<file path="src/rtl/core/c2fsr_pkg.sv">
// ============================================================================
// c2fsr_pkg
// Shared types, codes and constants of the CO2 fan speed regulator.
// ============================================================================
`default_nettype none

package c2fsr_pkg;

    // field widths
    localparam int PPM_W   = 14;
    localparam int SPEED_W = 16;
    localparam int TICK_W  = 16;
    localparam int CFG_IDX_W  = 3;
    localparam int CFG_DATA_W = 16;

    // control law: speed = SLOPE*(co2-target)/(GOAL_LIMIT-target) + OFFSET
    localparam int SLOPE      = 1000;
    localparam int OFFSET     = 200;
    localparam int GOAL_LIMIT = 2000;

    // divider operand widths: numerator below 16384*1000, divisor 1..2000
    localparam int DIV_NUM_W = 24;
    localparam int DIV_DEN_W = 11;
    localparam int CAND_W    = DIV_NUM_W + 1;

    // reset values of the configuration registers
    localparam logic [PPM_W-1:0]   CRITICAL_RST     = PPM_W'(2000);
    localparam logic [SPEED_W-1:0] FAN_MAX_RST      = SPEED_W'(1000);
    localparam logic [SPEED_W-1:0] FAN_MIN_RST      = SPEED_W'(0);
    localparam logic [TICK_W-1:0]  OPEN_TICKS_RST   = TICK_W'(2000);
    localparam logic [TICK_W-1:0]  BLOCK_TICKS_RST  = TICK_W'(60000);
    localparam logic [PPM_W-1:0]   START_TARGET_RST = PPM_W'(900);

    // request operations
    typedef enum logic [2:0] {
        OP_START   = 3'd0,
        OP_CO2     = 3'd1,
        OP_FAN_CNT = 3'd2,
        OP_CONTROL = 3'd3,
        OP_TARGET  = 3'd4,
        OP_SPEED   = 3'd5,
        OP_MODE    = 3'd6,
        OP_TICK    = 3'd7
    } c2fsr_op_t;

    // configuration register indexes
    typedef enum logic [CFG_IDX_W-1:0] {
        CFG_CRITICAL     = 3'd0,
        CFG_FAN_MAX      = 3'd1,
        CFG_FAN_MIN      = 3'd2,
        CFG_OPEN_TICKS   = 3'd3,
        CFG_BLOCK_TICKS  = 3'd4,
        CFG_START_TARGET = 3'd5,
        CFG_START_MANUAL = 3'd6
    } c2fsr_cfg_t;

    // sequencer states
    typedef enum logic [1:0] {
        ST_IDLE = 2'd0,
        ST_MULT = 2'd1,
        ST_DIV  = 2'd2
    } c2fsr_state_t;

    // divider status toward the sequencer
    typedef struct packed {
        logic busy;
        logic done;
    } c2fsr_div_stat_t;

    // clamped speed command
    typedef struct packed {
        logic               send;
        logic [SPEED_W-1:0] speed;
    } c2fsr_cmd_t;

    // mode codes of a mode set request
    localparam logic [15:0] MODE_AUTO   = 16'd0;
    localparam logic [15:0] MODE_MANUAL = 16'd1;

endpackage

`default_nettype wire

</file>
<file path="src/rtl/core/co2_fan_speed_regulator_top.sv">
// ============================================================================
// co2_fan_speed_regulator_top
// CO2 driven fan speed regulator with valve timers and stall detection.
// Timing: a non-divide request has its result registered in the cycle after
//   it is taken. An automatic control step that needs the proportional law
//   runs operand setup, 24 divider iterations and a finish step first.
// Throughput: one request per cycle when results are taken; the divide path
//   blocks new requests until its result is registered.
// Reset: synchronous, active low; clears all but result data; loads defaults.
// ============================================================================
`default_nettype none

module co2_fan_speed_regulator_top (
    input  wire logic                               aclk,
    input  wire logic                               aresetn,
    // configuration
    input  wire logic                               cfg_wr_en,
    input  wire logic [c2fsr_pkg::CFG_IDX_W-1:0]    cfg_index,
    input  wire logic [c2fsr_pkg::CFG_DATA_W-1:0]   cfg_wdata,
    // request channel
    input  wire logic                               s_valid,
    output logic                                    s_ready,
    input  wire logic [2:0]                         s_op,
    input  wire logic [c2fsr_pkg::PPM_W-1:0]        s_co2_ppm,
    input  wire logic [15:0]                        s_fan_count,
    input  wire logic [c2fsr_pkg::PPM_W-1:0]        s_target_request,
    input  wire logic [c2fsr_pkg::SPEED_W-1:0]      s_speed_request,
    input  wire logic [15:0]                        s_mode_request,
    // result channel
    output logic                                    m_valid,
    input  wire logic                               m_ready,
    output logic                                    m_speed_sent,
    output logic [c2fsr_pkg::SPEED_W-1:0]           m_speed,
    output logic                                    m_valve_open,
    output logic                                    m_spinning,
    output logic                                    m_manual,
    output logic [c2fsr_pkg::PPM_W-1:0]             m_target
);
    import c2fsr_pkg::*;

    // configuration registers
    logic [PPM_W-1:0]   critical_reg;
    logic [SPEED_W-1:0] fan_max_reg;
    logic [SPEED_W-1:0] fan_min_reg;
    logic [TICK_W-1:0]  open_ticks_reg;
    logic [TICK_W-1:0]  block_ticks_reg;
    logic [PPM_W-1:0]   start_target_reg;
    logic               start_manual_reg;

    // regulator state
    logic [PPM_W-1:0]   co2_level_reg,     co2_level_next;
    logic [PPM_W-1:0]   co2_goal_reg,      co2_goal_next;
    logic [SPEED_W-1:0] speed_now_reg,     speed_now_next;
    logic               manual_reg,        manual_next;
    logic               permit_reg,        permit_next;
    logic [15:0]        last_count_reg,    last_count_next;
    logic               turning_reg,       turning_next;
    logic               valve_on_reg,      valve_on_next;
    logic               valve_blocked_reg, valve_blocked_next;
    logic [TICK_W-1:0]  close_timer_reg,   close_timer_next;
    logic [TICK_W-1:0]  block_timer_reg,   block_timer_next;

    // sequencer and result register
    c2fsr_state_t       state_reg, state_next;
    logic               m_valid_reg;
    logic               m_speed_sent_reg;
    logic [SPEED_W-1:0] m_speed_reg;
    logic               m_valve_open_reg;
    logic               m_spinning_reg;
    logic               m_manual_reg;
    logic [PPM_W-1:0]   m_target_reg;

    logic               accept;
    logic               div_needed;
    logic               div_start;
    logic               load_out;
    logic               sent_c;
    c2fsr_op_t          op;
    c2fsr_cmd_t         cmd;
    c2fsr_div_stat_t    div_stat;
    logic [DIV_NUM_W-1:0] div_quot;
    logic [DIV_NUM_W-1:0] div_numer;
    logic [DIV_DEN_W-1:0] div_denom;
    logic [PPM_W-1:0]   co2_diff;
    logic [TICK_W-1:0]  open_load;
    logic [TICK_W-1:0]  block_load;

    // clamp a speed candidate to fan_min..fan_max, skip a repeat of a limit
    function automatic c2fsr_cmd_t clamp_speed(
        input logic [CAND_W-1:0]  cand,
        input logic [SPEED_W-1:0] fmax,
        input logic [SPEED_W-1:0] fmin,
        input logic [SPEED_W-1:0] cur
    );
        c2fsr_cmd_t r;
        r.send  = 1'b1;
        r.speed = cand[SPEED_W-1:0];
        if (cand >= CAND_W'(fmax)) begin
            r.send  = (cur != fmax);
            r.speed = fmax;
        end else if (cand <= CAND_W'(fmin)) begin
            r.send  = (cur != fmin);
            r.speed = fmin;
        end
        if (!r.send) begin
            r.speed = cur;
        end
        return r;
    endfunction

    assign op         = c2fsr_op_t'(s_op);
    assign accept     = s_valid && s_ready;
    assign open_load  = (open_ticks_reg == '0) ? TICK_W'(1) : open_ticks_reg;
    assign block_load = (block_ticks_reg == '0) ? TICK_W'(1) : block_ticks_reg;

    // control step that needs the proportional law
    assign div_needed = (op == OP_CONTROL) && !manual_reg
                     && (co2_level_reg < critical_reg)
                     && (co2_level_reg > co2_goal_reg)
                     && (co2_goal_reg < PPM_W'(GOAL_LIMIT));

    // divider operands, registered inside the divider on start
    assign co2_diff  = co2_level_reg - co2_goal_reg;
    assign div_numer = DIV_NUM_W'(co2_diff) * DIV_NUM_W'(SLOPE);
    assign div_denom = DIV_DEN_W'(GOAL_LIMIT) - co2_goal_reg[DIV_DEN_W-1:0];

    c2fsr_div #(
        .NUM_W (DIV_NUM_W),
        .DEN_W (DIV_DEN_W)
    ) u_div (
        .aclk    (aclk),
        .aresetn (aresetn),
        .start   (div_start),
        .numer   (div_numer),
        .denom   (div_denom),
        .stat    (div_stat),
        .quot    (div_quot)
    );

    // next state
    always_comb begin
        state_next = state_reg;
        unique case (state_reg)
            ST_IDLE: begin
                if (accept && div_needed) begin
                    state_next = ST_MULT;
                end
            end
            ST_MULT: begin
                state_next = ST_DIV;
            end
            ST_DIV: begin
                if (div_stat.done) begin
                    state_next = ST_IDLE;
                end
            end
            default: begin
                state_next = ST_IDLE;
            end
        endcase
    end

    // sequencer outputs
    always_comb begin
        s_ready   = (state_reg == ST_IDLE) && (!m_valid_reg || m_ready);
        div_start = (state_reg == ST_MULT);
    end

    // operation datapath
    always_comb begin
        co2_level_next     = co2_level_reg;
        co2_goal_next      = co2_goal_reg;
        speed_now_next     = speed_now_reg;
        manual_next        = manual_reg;
        permit_next        = permit_reg;
        last_count_next    = last_count_reg;
        turning_next       = turning_reg;
        valve_on_next      = valve_on_reg;
        valve_blocked_next = valve_blocked_reg;
        close_timer_next   = close_timer_reg;
        block_timer_next   = block_timer_reg;
        sent_c             = 1'b0;
        load_out           = 1'b0;
        cmd                = '0;

        if (accept && !div_needed) begin
            load_out = 1'b1;
            unique case (op)
                OP_START: begin
                    co2_goal_next    = start_target_reg;
                    manual_next      = start_manual_reg;
                    speed_now_next   = '0;
                    sent_c           = 1'b1;
                    block_timer_next = block_load;
                end
                OP_CO2: begin
                    co2_level_next = s_co2_ppm;
                end
                OP_FAN_CNT: begin
                    turning_next    = !((s_fan_count == '0) && (last_count_reg == '0));
                    last_count_next = s_fan_count;
                end
                OP_CONTROL: begin
                    if (!manual_reg) begin
                        if (co2_level_reg >= critical_reg) begin
                            speed_now_next = fan_max_reg;
                            sent_c         = 1'b1;
                        end else if (co2_level_reg <= co2_goal_reg) begin
                            // at or below target: minimum speed, open valve once
                            if (!valve_blocked_reg) begin
                                valve_on_next      = 1'b1;
                                valve_blocked_next = 1'b1;
                                close_timer_next   = open_load;
                                block_timer_next   = block_load;
                            end
                            cmd            = clamp_speed('0, fan_max_reg, fan_min_reg,
                                                         speed_now_reg);
                            speed_now_next = cmd.speed;
                            sent_c         = cmd.send;
                        end else begin
                            // target at or above the limit: maximum candidate
                            cmd            = clamp_speed('1, fan_max_reg, fan_min_reg,
                                                         speed_now_reg);
                            speed_now_next = cmd.speed;
                            sent_c         = cmd.send;
                        end
                    end
                end
                OP_TARGET: begin
                    if (!manual_reg && permit_reg) begin
                        permit_next   = 1'b0;
                        co2_goal_next = s_target_request;
                    end
                end
                OP_SPEED: begin
                    if (manual_reg && permit_reg) begin
                        permit_next    = 1'b0;
                        speed_now_next = s_speed_request;
                        sent_c         = 1'b1;
                    end
                end
                OP_MODE: begin
                    permit_next = 1'b1;
                    if (s_mode_request == MODE_AUTO) begin
                        manual_next = 1'b0;
                    end else if (s_mode_request == MODE_MANUAL) begin
                        manual_next = 1'b1;
                    end
                end
                OP_TICK: begin
                    if (close_timer_reg != '0) begin
                        close_timer_next = close_timer_reg - TICK_W'(1);
                        if (close_timer_reg == TICK_W'(1)) begin
                            valve_on_next = 1'b0;
                        end
                    end
                    if (block_timer_reg != '0) begin
                        block_timer_next = block_timer_reg - TICK_W'(1);
                        if (block_timer_reg == TICK_W'(1)) begin
                            valve_blocked_next = 1'b0;
                        end
                    end
                end
            endcase
        end else if ((state_reg == ST_DIV) && div_stat.done) begin
            // proportional law finished: add offset and clamp
            load_out       = 1'b1;
            cmd            = clamp_speed(CAND_W'(div_quot) + CAND_W'(OFFSET),
                                         fan_max_reg, fan_min_reg, speed_now_reg);
            speed_now_next = cmd.speed;
            sent_c         = cmd.send;
        end
    end

    // configuration writes
    always_ff @(posedge aclk) begin
        if (!aresetn) begin
            critical_reg     <= CRITICAL_RST;
            fan_max_reg      <= FAN_MAX_RST;
            fan_min_reg      <= FAN_MIN_RST;
            open_ticks_reg   <= OPEN_TICKS_RST;
            block_ticks_reg  <= BLOCK_TICKS_RST;
            start_target_reg <= START_TARGET_RST;
            start_manual_reg <= 1'b0;
        end else if (cfg_wr_en) begin
            unique case (c2fsr_cfg_t'(cfg_index))
                CFG_CRITICAL:     critical_reg     <= cfg_wdata[PPM_W-1:0];
                CFG_FAN_MAX:      fan_max_reg      <= cfg_wdata;
                CFG_FAN_MIN:      fan_min_reg      <= cfg_wdata;
                CFG_OPEN_TICKS:   open_ticks_reg   <= cfg_wdata;
                CFG_BLOCK_TICKS:  block_ticks_reg  <= cfg_wdata;
                CFG_START_TARGET: start_target_reg <= cfg_wdata[PPM_W-1:0];
                CFG_START_MANUAL: start_manual_reg <= cfg_wdata[0];
                default: begin
                end
            endcase
        end
    end

    // regulator state and sequencer
    always_ff @(posedge aclk) begin
        if (!aresetn) begin
            state_reg         <= ST_IDLE;
            co2_level_reg     <= '0;
            co2_goal_reg      <= '0;
            speed_now_reg     <= '0;
            manual_reg        <= 1'b0;
            permit_reg        <= 1'b0;
            last_count_reg    <= '0;
            turning_reg       <= 1'b1;
            valve_on_reg      <= 1'b0;
            valve_blocked_reg <= 1'b1;
            close_timer_reg   <= '0;
            block_timer_reg   <= '0;
        end else begin
            state_reg         <= state_next;
            co2_level_reg     <= co2_level_next;
            co2_goal_reg      <= co2_goal_next;
            speed_now_reg     <= speed_now_next;
            manual_reg        <= manual_next;
            permit_reg        <= permit_next;
            last_count_reg    <= last_count_next;
            turning_reg       <= turning_next;
            valve_on_reg      <= valve_on_next;
            valve_blocked_reg <= valve_blocked_next;
            close_timer_reg   <= close_timer_next;
            block_timer_reg   <= block_timer_next;
        end
    end

    // result valid
    always_ff @(posedge aclk) begin
        if (!aresetn) begin
            m_valid_reg <= 1'b0;
        end else if (load_out) begin
            m_valid_reg <= 1'b1;
        end else if (m_ready) begin
            m_valid_reg <= 1'b0;
        end
    end

    // result payload, state after the request
    always_ff @(posedge aclk) begin
        if (load_out) begin
            m_speed_sent_reg <= sent_c;
            m_speed_reg      <= speed_now_next;
            m_valve_open_reg <= valve_on_next;
            m_spinning_reg   <= turning_next;
            m_manual_reg     <= manual_next;
            m_target_reg     <= co2_goal_next;
        end
    end

    assign m_valid      = m_valid_reg;
    assign m_speed_sent = m_speed_sent_reg;
    assign m_speed      = m_speed_reg;
    assign m_valve_open = m_valve_open_reg;
    assign m_spinning   = m_spinning_reg;
    assign m_manual     = m_manual_reg;
    assign m_target     = m_target_reg;

`ifndef SYNTHESIS
    // the divider runs only while the sequencer waits on it
    a_div_in_div_state: assert property (@(posedge aclk) disable iff (!aresetn)
        div_stat.busy |-> (state_reg == ST_DIV))
        else $error("divider busy outside the divide state");

    // no result is held while a divide request is in flight
    a_no_result_in_flight: assert property (@(posedge aclk) disable iff (!aresetn)
        (state_reg != ST_IDLE) |-> !m_valid_reg)
        else $error("result pending during a divide request");

    // the valve is open exactly while its close timer runs
    a_valve_timer: assert property (@(posedge aclk) disable iff (!aresetn)
        valve_on_reg == (close_timer_reg != '0))
        else $error("valve state and close timer disagree");
`endif

endmodule

`default_nettype wire

</file>
<file path="src/rtl/core/c2fsr_div.sv">
// ============================================================================
// c2fsr_div
// Restoring unsigned divider, one quotient bit per cycle.
// ============================================================================
`default_nettype none

module c2fsr_div #(
    parameter int NUM_W = c2fsr_pkg::DIV_NUM_W,
    parameter int DEN_W = c2fsr_pkg::DIV_DEN_W
) (
    input  wire logic                      aclk,
    input  wire logic                      aresetn,
    input  wire logic                      start,
    input  wire logic [NUM_W-1:0]          numer,
    input  wire logic [DEN_W-1:0]          denom,
    output c2fsr_pkg::c2fsr_div_stat_t     stat,
    output logic [NUM_W-1:0]               quot
);
    import c2fsr_pkg::*;

    localparam int CNT_W = $clog2(NUM_W + 1);

    logic [DEN_W-1:0] rem_reg, rem_next;
    logic [NUM_W-1:0] quo_reg, quo_next;
    logic [DEN_W-1:0] den_reg;
    logic [CNT_W-1:0] cnt_reg;
    logic             busy_reg;
    logic             done_reg;
    logic [DEN_W:0]   rem_sh;
    logic [DEN_W:0]   diff;

    // one trial subtraction of the shifted remainder
    always_comb begin
        rem_sh = {rem_reg, quo_reg[NUM_W-1]};
        diff   = rem_sh - {1'b0, den_reg};
        if (!diff[DEN_W]) begin
            rem_next = diff[DEN_W-1:0];
            quo_next = {quo_reg[NUM_W-2:0], 1'b1};
        end else begin
            rem_next = rem_sh[DEN_W-1:0];
            quo_next = {quo_reg[NUM_W-2:0], 1'b0};
        end
    end

    // control: iteration count and flags
    always_ff @(posedge aclk) begin
        if (!aresetn) begin
            busy_reg <= 1'b0;
            done_reg <= 1'b0;
            cnt_reg  <= '0;
        end else begin
            done_reg <= busy_reg && (cnt_reg == CNT_W'(1));
            if (start) begin
                busy_reg <= 1'b1;
                cnt_reg  <= CNT_W'(NUM_W);
            end else if (busy_reg) begin
                cnt_reg <= cnt_reg - CNT_W'(1);
                if (cnt_reg == CNT_W'(1)) begin
                    busy_reg <= 1'b0;
                end
            end
        end
    end

    // operands and partial results
    always_ff @(posedge aclk) begin
        if (start) begin
            rem_reg <= '0;
            quo_reg <= numer;
            den_reg <= denom;
        end else if (busy_reg) begin
            rem_reg <= rem_next;
            quo_reg <= quo_next;
        end
    end

    assign stat.busy = busy_reg;
    assign stat.done = done_reg;
    assign quot      = quo_reg;

`ifndef SYNTHESIS
    // a finished quotient always follows a running division
    a_done_after_busy: assert property (@(posedge aclk) disable iff (!aresetn)
        done_reg |-> $past(busy_reg))
        else $error("divider done without a running division");
`endif

endmodule

`default_nettype wire

</file>
<file path="config.mk">
export PLATFORM = sky130hd
export DESIGN_NAME = co2_fan_speed_regulator_top
export DESIGN_NICKNAME = d
export VERILOG_FILES = /design/src/rtl/core/c2fsr_pkg.sv /design/src/rtl/core/co2_fan_speed_regulator_top.sv /design/src/rtl/core/c2fsr_div.sv
export SDC_FILE = /design/constraint.sdc
export NUM_CORES = 1
export LEC_CHECK = 0
export ABC_AREA = 1
export BUFFER_PORTS_ARGS = -buffer_cell sky130_fd_sc_hd__buf_4
export CORE_MARGIN = 1
export CORE_UTILIZATION = 30
export DETAILED_ROUTE_END_ITERATION = 8
export PLACE_DENSITY = 0.54
export SYNTH_ARGS = -nofsm -noshare
export SYNTH_HDL_FRONTEND = slang
export SYNTH_SLANG_ARGS = --single-unit
export TNS_END_PERCENT = 100
</file>
<file path="constraint.sdc">
create_clock -name aclk -period 5.9 [get_ports aclk]
set_input_delay 1.77 -clock aclk [delete_from_list [all_inputs] [get_ports aclk]]
set_output_delay 1.77 -clock aclk [all_outputs]
set_load 0.05 [all_outputs]
</file>
Yosys cells after proc, flatten, opt, wreduce, memory -nomap -nowiden
Cells that the tools add are included.
W data, S select, Z words.
- register bits after elaboration: 280
- input bits: 103
- output and inout port bits: 36
- logic and storage cells: 219
- $add $sub $neg: 7
- $mul: 1
- magnitude comparators: 8
- equality and inequality tests: 32
- mux-type cells: 88
- bitwise operators: 1
- reductions and logical operators: 48
- operators with widths (cell ; number):
    $mux W16 ; 21
    $mux W17 ; 15
    $pmux W16 S3 ; 2
    $logic_not A16 Y1 ; 5
    $eq A16 B1 Y1 const B ; 3
    $mux W24 ; 2
    $mux W1 ; 33
    $ne A16 B16 Y1 ; 2
    $pmux W16 S2 ; 1
    $reduce_bool A16 Y1 ; 2
    $sub A16 B1 Y16 const B ; 2
    $mux W14 ; 2
    $pmux W14 S2 ; 1
    $add A24 B8 Y25 const B ; 1
    $ge A25 B16 Y1 ; 1
    $le A25 B16 Y1 ; 1
    $eq A3 B3 Y1 const B ; 7
    $mul A14 B7 Y21 const B ; 1
    $reduce_and A7 Y1 ; 3
    $reduce_and A2 Y1 ; 10
    $ne A2 B2 Y1 const B ; 9
    $ge A1 B16 Y1 const A ; 1
    $ge A14 B14 Y1 ; 1
    $gt A14 B14 Y1 ; 1
    29 further kinds ; 58

Longest topological paths before layout
- depth after elaboration: 14
- mapped depth: 32
- gate-level depth less buffers: 32

By module
From an unflattened synthesis, not the netlist that was laid out.
- cell total of the unflattened synthesis: 2691
- area total of the unflattened synthesis: 19143.4 µm²
- modules (own cells, without submodules) (module ; instances ; cells an instance ; area each (µm²) ; sequential area each (µm²)):
    co2_fan_speed_regulator_top ; 1 ; 2326 ; 16203.0 ; 4884.7
    c2fsr_div ; 1 ; 365 ; 2940.3 ; 1411.4

Least setup slack after synthesis
OpenSTA, ideal clock, no wires.
- path type: flip-flop to flip-flop
- start point: register co2_level_reg[0]
- end point: register u_div.quo_reg[21], in the netlist u_div.quot[21] (data pin)
- setup time: 0.267 ns
- arrival: 5.335 ns
- required time: 5.633 ns
- path slack: 0.298 ns
- stages on the path, launching flop included: 29
- path buffers: 0
- period minus slack after synthesis: 5.602 ns
- path through: dfxtp_1 -> inv_1 -> ha_1 -> fa_1 -> nor2_1 -> nor2_2 -> o21ai_2 -> xor2_1 -> nand2_1 -> nand2_1 -> inv_1 -> ha_1 -> inv_1 -> fa_1 -> inv_1 -> fa_1 -> inv_1 -> fa_1 -> inv_1 -> ha_1 -> nand2_1 -> nor3_1 -> a21oi_1 -> nor3_1 -> nor2_1 -> o21ai_0 -> nand2_1 -> nand2_1 -> o22ai_1
- cells in the longest elaborated chain, start to end: 3
- ends and longest elaborated chain (what ; line ; source):
    start, declared ; co2_fan_speed_regulator_top.sv:51 ; logic [PPM_W-1:0] co2_level_reg, co2_level_next;
    start signal, assigned ; co2_fan_speed_regulator_top.sv:317 ; co2_level_reg <= co2_level_next;
    $sub A14 B14 Y14 ; co2_fan_speed_regulator_top.sv:123 ; assign co2_diff = co2_level_reg - co2_goal_reg;
    $mul A14 B7 Y21 ; co2_fan_speed_regulator_top.sv:124 ; assign div_numer = DIV_NUM_W'(co2_diff) * DIV_NUM_W'(SLOPE);
    $mux W24 ; c2fsr_div.sv:67 ; if (start) begin
    end signal, assigned ; c2fsr_div.sv:69 ; quo_reg <= numer;
    end signal, assigned ; c2fsr_div.sv:73 ; quo_reg <= quo_next;
    end, declared ; c2fsr_div.sv:24 ; logic [NUM_W-1:0] quo_reg, quo_next;
No other way between the ends.
A chain may end at the register's enable or synchronous reset.

Worst setup path after layout
Same ends and word-level chain as after synthesis.

==> results.md <==
- Status: complete, no violations
- Placed Cells: 3500
- I/O Buffers: 138
- Switching pwr: 4.13 mW
- DR vias: 17.9k
- Pwr/cell area: 435 mW/mm2
- CP Class: reg2reg
- Largest fanout on the critical path: 5
- Critical Path Max Stage Delay: 500 ps
- Clock transition at the registers of the reported paths: 70 ps
- CTS tree: built
- Worst EP required: 6180 ps
- Die Span Y: 253 um
- Post-Syn Area per Cell: 7.30 um2
- Comb power frac: 53.9%
- Worst slew pin tran: 1190 ps
- Most frequent cells in the layout: nand2_1 (515), inv_1 (342), nor2_1 (225)
- R2r setup slk: 300 ps
- Most common cell after layout, fill and taps aside: nand2_1
- Worst skew pair latency: 560 ps
- Gpl congestion: 0.907
- Die X: 253 um
- Final instance area: 0.0221 mm2
- DR iter-0 viols: 1292
- Largest register FFs: 24
- Fin cells: 3565
- Initial antenna violation count: 2
- Synthesized flop and latch total: 280
- Synth warnings: 0
- Vias in the first global route: 17.3k
- P_leak: 9.92 nW
- Maximum vdd ir drop: 466 uV
- First-pass GRT wire length: 95.4 mm
- Fmax: 179 MHz
- Sw Share: 43.0%
- Crit. End Element: flop
- DRC violations left: 0
- Area post-placement: 0.0208 mm2
- Share of post-route cells with drive strength above 1: 12.1%
- Vias/cell: 5.02
- CP startpoint kind: flop
- Remaining Overflow, GRT: 0
- Sequential area share after synthesis: 33.2%
- Unique masters post-synth: 59
- H-tree levels: 2
- Clk root buf: clkbuf_16
- Most used cell, CP: inv_1
- Number of buffers created by CTS: 35
- WHS: 453 ps
- Internal power: 5.47 mW
- Area growth from synthesis to layout: 17.2%
- Initial Util: 30.5%
- Wire per inst: 17.2 um
- Fraction of registers with async set/reset: 0%
- Clk network pwr share: 23.5%
- Max-Slew Margin vs Limit: 20.7%
- Sequential share of power: 22.6%
- Syn_nets: 2851
- GRT Total Usage: 18.9%
- Fin. max-slew vios: 0
- Clock buffer depth: 3
- PnR Total Power: 9.61 mW
- # IOs: 139
- DR pass1 iterations: 6
- Core ar.: 0.0619 mm2
- Main flop type after synthesis: dfxtp_1
- Max cap viols: 0
- Hold_buf cts: 0
- Largest net degree at the start of global routing: 84
- Fin nets: 2968
- Type of the tightest min-delay check: reg2reg
- Fin Clk Skew: 30.4 ps
- Routed WL: 61.2 mm
- Detailed Place HPWL: 46.5 mm
- Final setup viols: 0
- Rows: 91
- Tmin final: 5600 ps
- Hold Fails Final Rpt: 0
- Die area: 0.0639 mm2
- Synth Instances: 2585
- Post-Route Utilization: 35.7%
- Mapped cell area: 0.0189 mm2
- Antenna Violating Nets Remaining: 0
- Post-synth EDFFs: 66
- Clock sink count: 280
- Critical path data arrival time: 5880 ps
- Critical path's slowest cell: fa_1
- Fin crit share: 94.9%
-- metal layers --
| layer | vias to the layer above | track usage [%] | routed length, um |
|---|---|---|---|
| met4 | 0 | 4.43 | 1060 |
| met5 | - | 0 | 0 |
| met3 | 74 | 2.98 | 3670 |
| met2 | 537 | 31.0 | 28300 |
| li1 | 8829 | - | - |
| met1 | 8456 | 26.0 | 28200 |
-- cell usage after synthesis, types with 5 or more instances --
cell	count	area (um2)
a21o_1	6	45.0
nand3_2	16	160
a21oi_2	6	52.6
o21ai_2	6	52.6
o21ai_0	197	986
nor4_1	25	156
or2_2	7	43.8
clkbuf_1	61	229
xor2_1	58	508
a31oi_1	6	37.5
buf_2	19	95.1
nor2_1	230	863
nand4_1	26	163
nand2_2	13	81.3
fa_1	39	781
dfxtp_1	214	4280
nor2_4	5	56.3
inv_2	6	22.5
nor3_1	42	210
edfxtp_1	66	1980
a22o_1	7	61.3
nor2_2	7	43.8
o21bai_1	9	67.6
inv_1	345	1290
a22oi_1	28	210
o22ai_1	25	156
ha_1	124	1550
xnor2_1	22	193
nand2_1	516	1940
nand3_1	146	731
a21oi_1	223	1120
o211ai_1	36	270
-- critical path, delay by kind of cell (launching register included) --
kind,cells,cell delay [ps]
AOI/OAI and AO/OA,6,730
DFF,1,310
xor gates and xnor gates,1,190
and+or+nand+nor,10,1000
buffers and inverters,6,360
adders and majority gates,7,2710
-- per-stage QoR --
stage | TNS [ps] | worst slack, ps
after CTS | 0 | 137
after floorplan | 0 | 298
after global placement | 0 | 157
final | 0 | 303
after global routing | -42.8 | -42.8
after detailed placement | 0 | 164
-- what timing repair did --
item | in CTS | in global routing
setup buffers | 0 | 2
resized for setup | 0 | 29
setup endpoints to repair | 0 | 8
-- power by group through the flow --
stage,combinational (mW),clock [mW],sequential (mW)
finish,5.18,2.26,2.17
detailed placement,4.78,0,2.21
global placement,4.81,0,2.20
floorplan,3.55,0,2.25
global route,5.95,2.38,2.18
CTS,4.81,2.31,2.17
-- worst paths after layout --
kind / startpoint / to / depth (start not counted)
setup reg to reg: co2_level_reg[0] / u_div.quot[21] / 30
hold / removal: u_div.done_reg / state_reg[1] / 1
setup / recovery: co2_level_reg[0] / u_div.quot[21] / 30
hold reg to reg: u_div.done_reg / state_reg[1] / 1
-- kinds of logic (layout without fill, tap and decap cells) --
| kind of cell | count (synthesis) | count (layout) | synth area share, % |
|---|---|---|---|
| flip-flops | 280 | 280 | 33.2 |
| adder cells (fa/ha/maj) | 163 | 163 | 12.4 |
| other | 0 | 1 | 0 |
| AO/OA/AOI/OAI | 571 | 571 | 17.1 |
| AND/OR/NAND/NOR | 1045 | 1045 | 24.2 |
| XOR/XNOR | 80 | 80 | 3.71 |
| buffers and inverters | 446 | 588 | 9.34 |
-- final cells by class --
class / instances / area [um2]
Sequential cell: 280 / 6270
Timing Repair Buffer: 171 / 1280
Clock inverter: 14 / 158
Clock buffer: 48 / 1040
Multi-Input combinational cell: 1859 / 11000
Tap cell: 837 / 1050
Antenna cell: 1 / 2.50
Inverter: 355 / 1340
Fill cell: 6573 / 39800
Power figures use the tool's default switching activity.
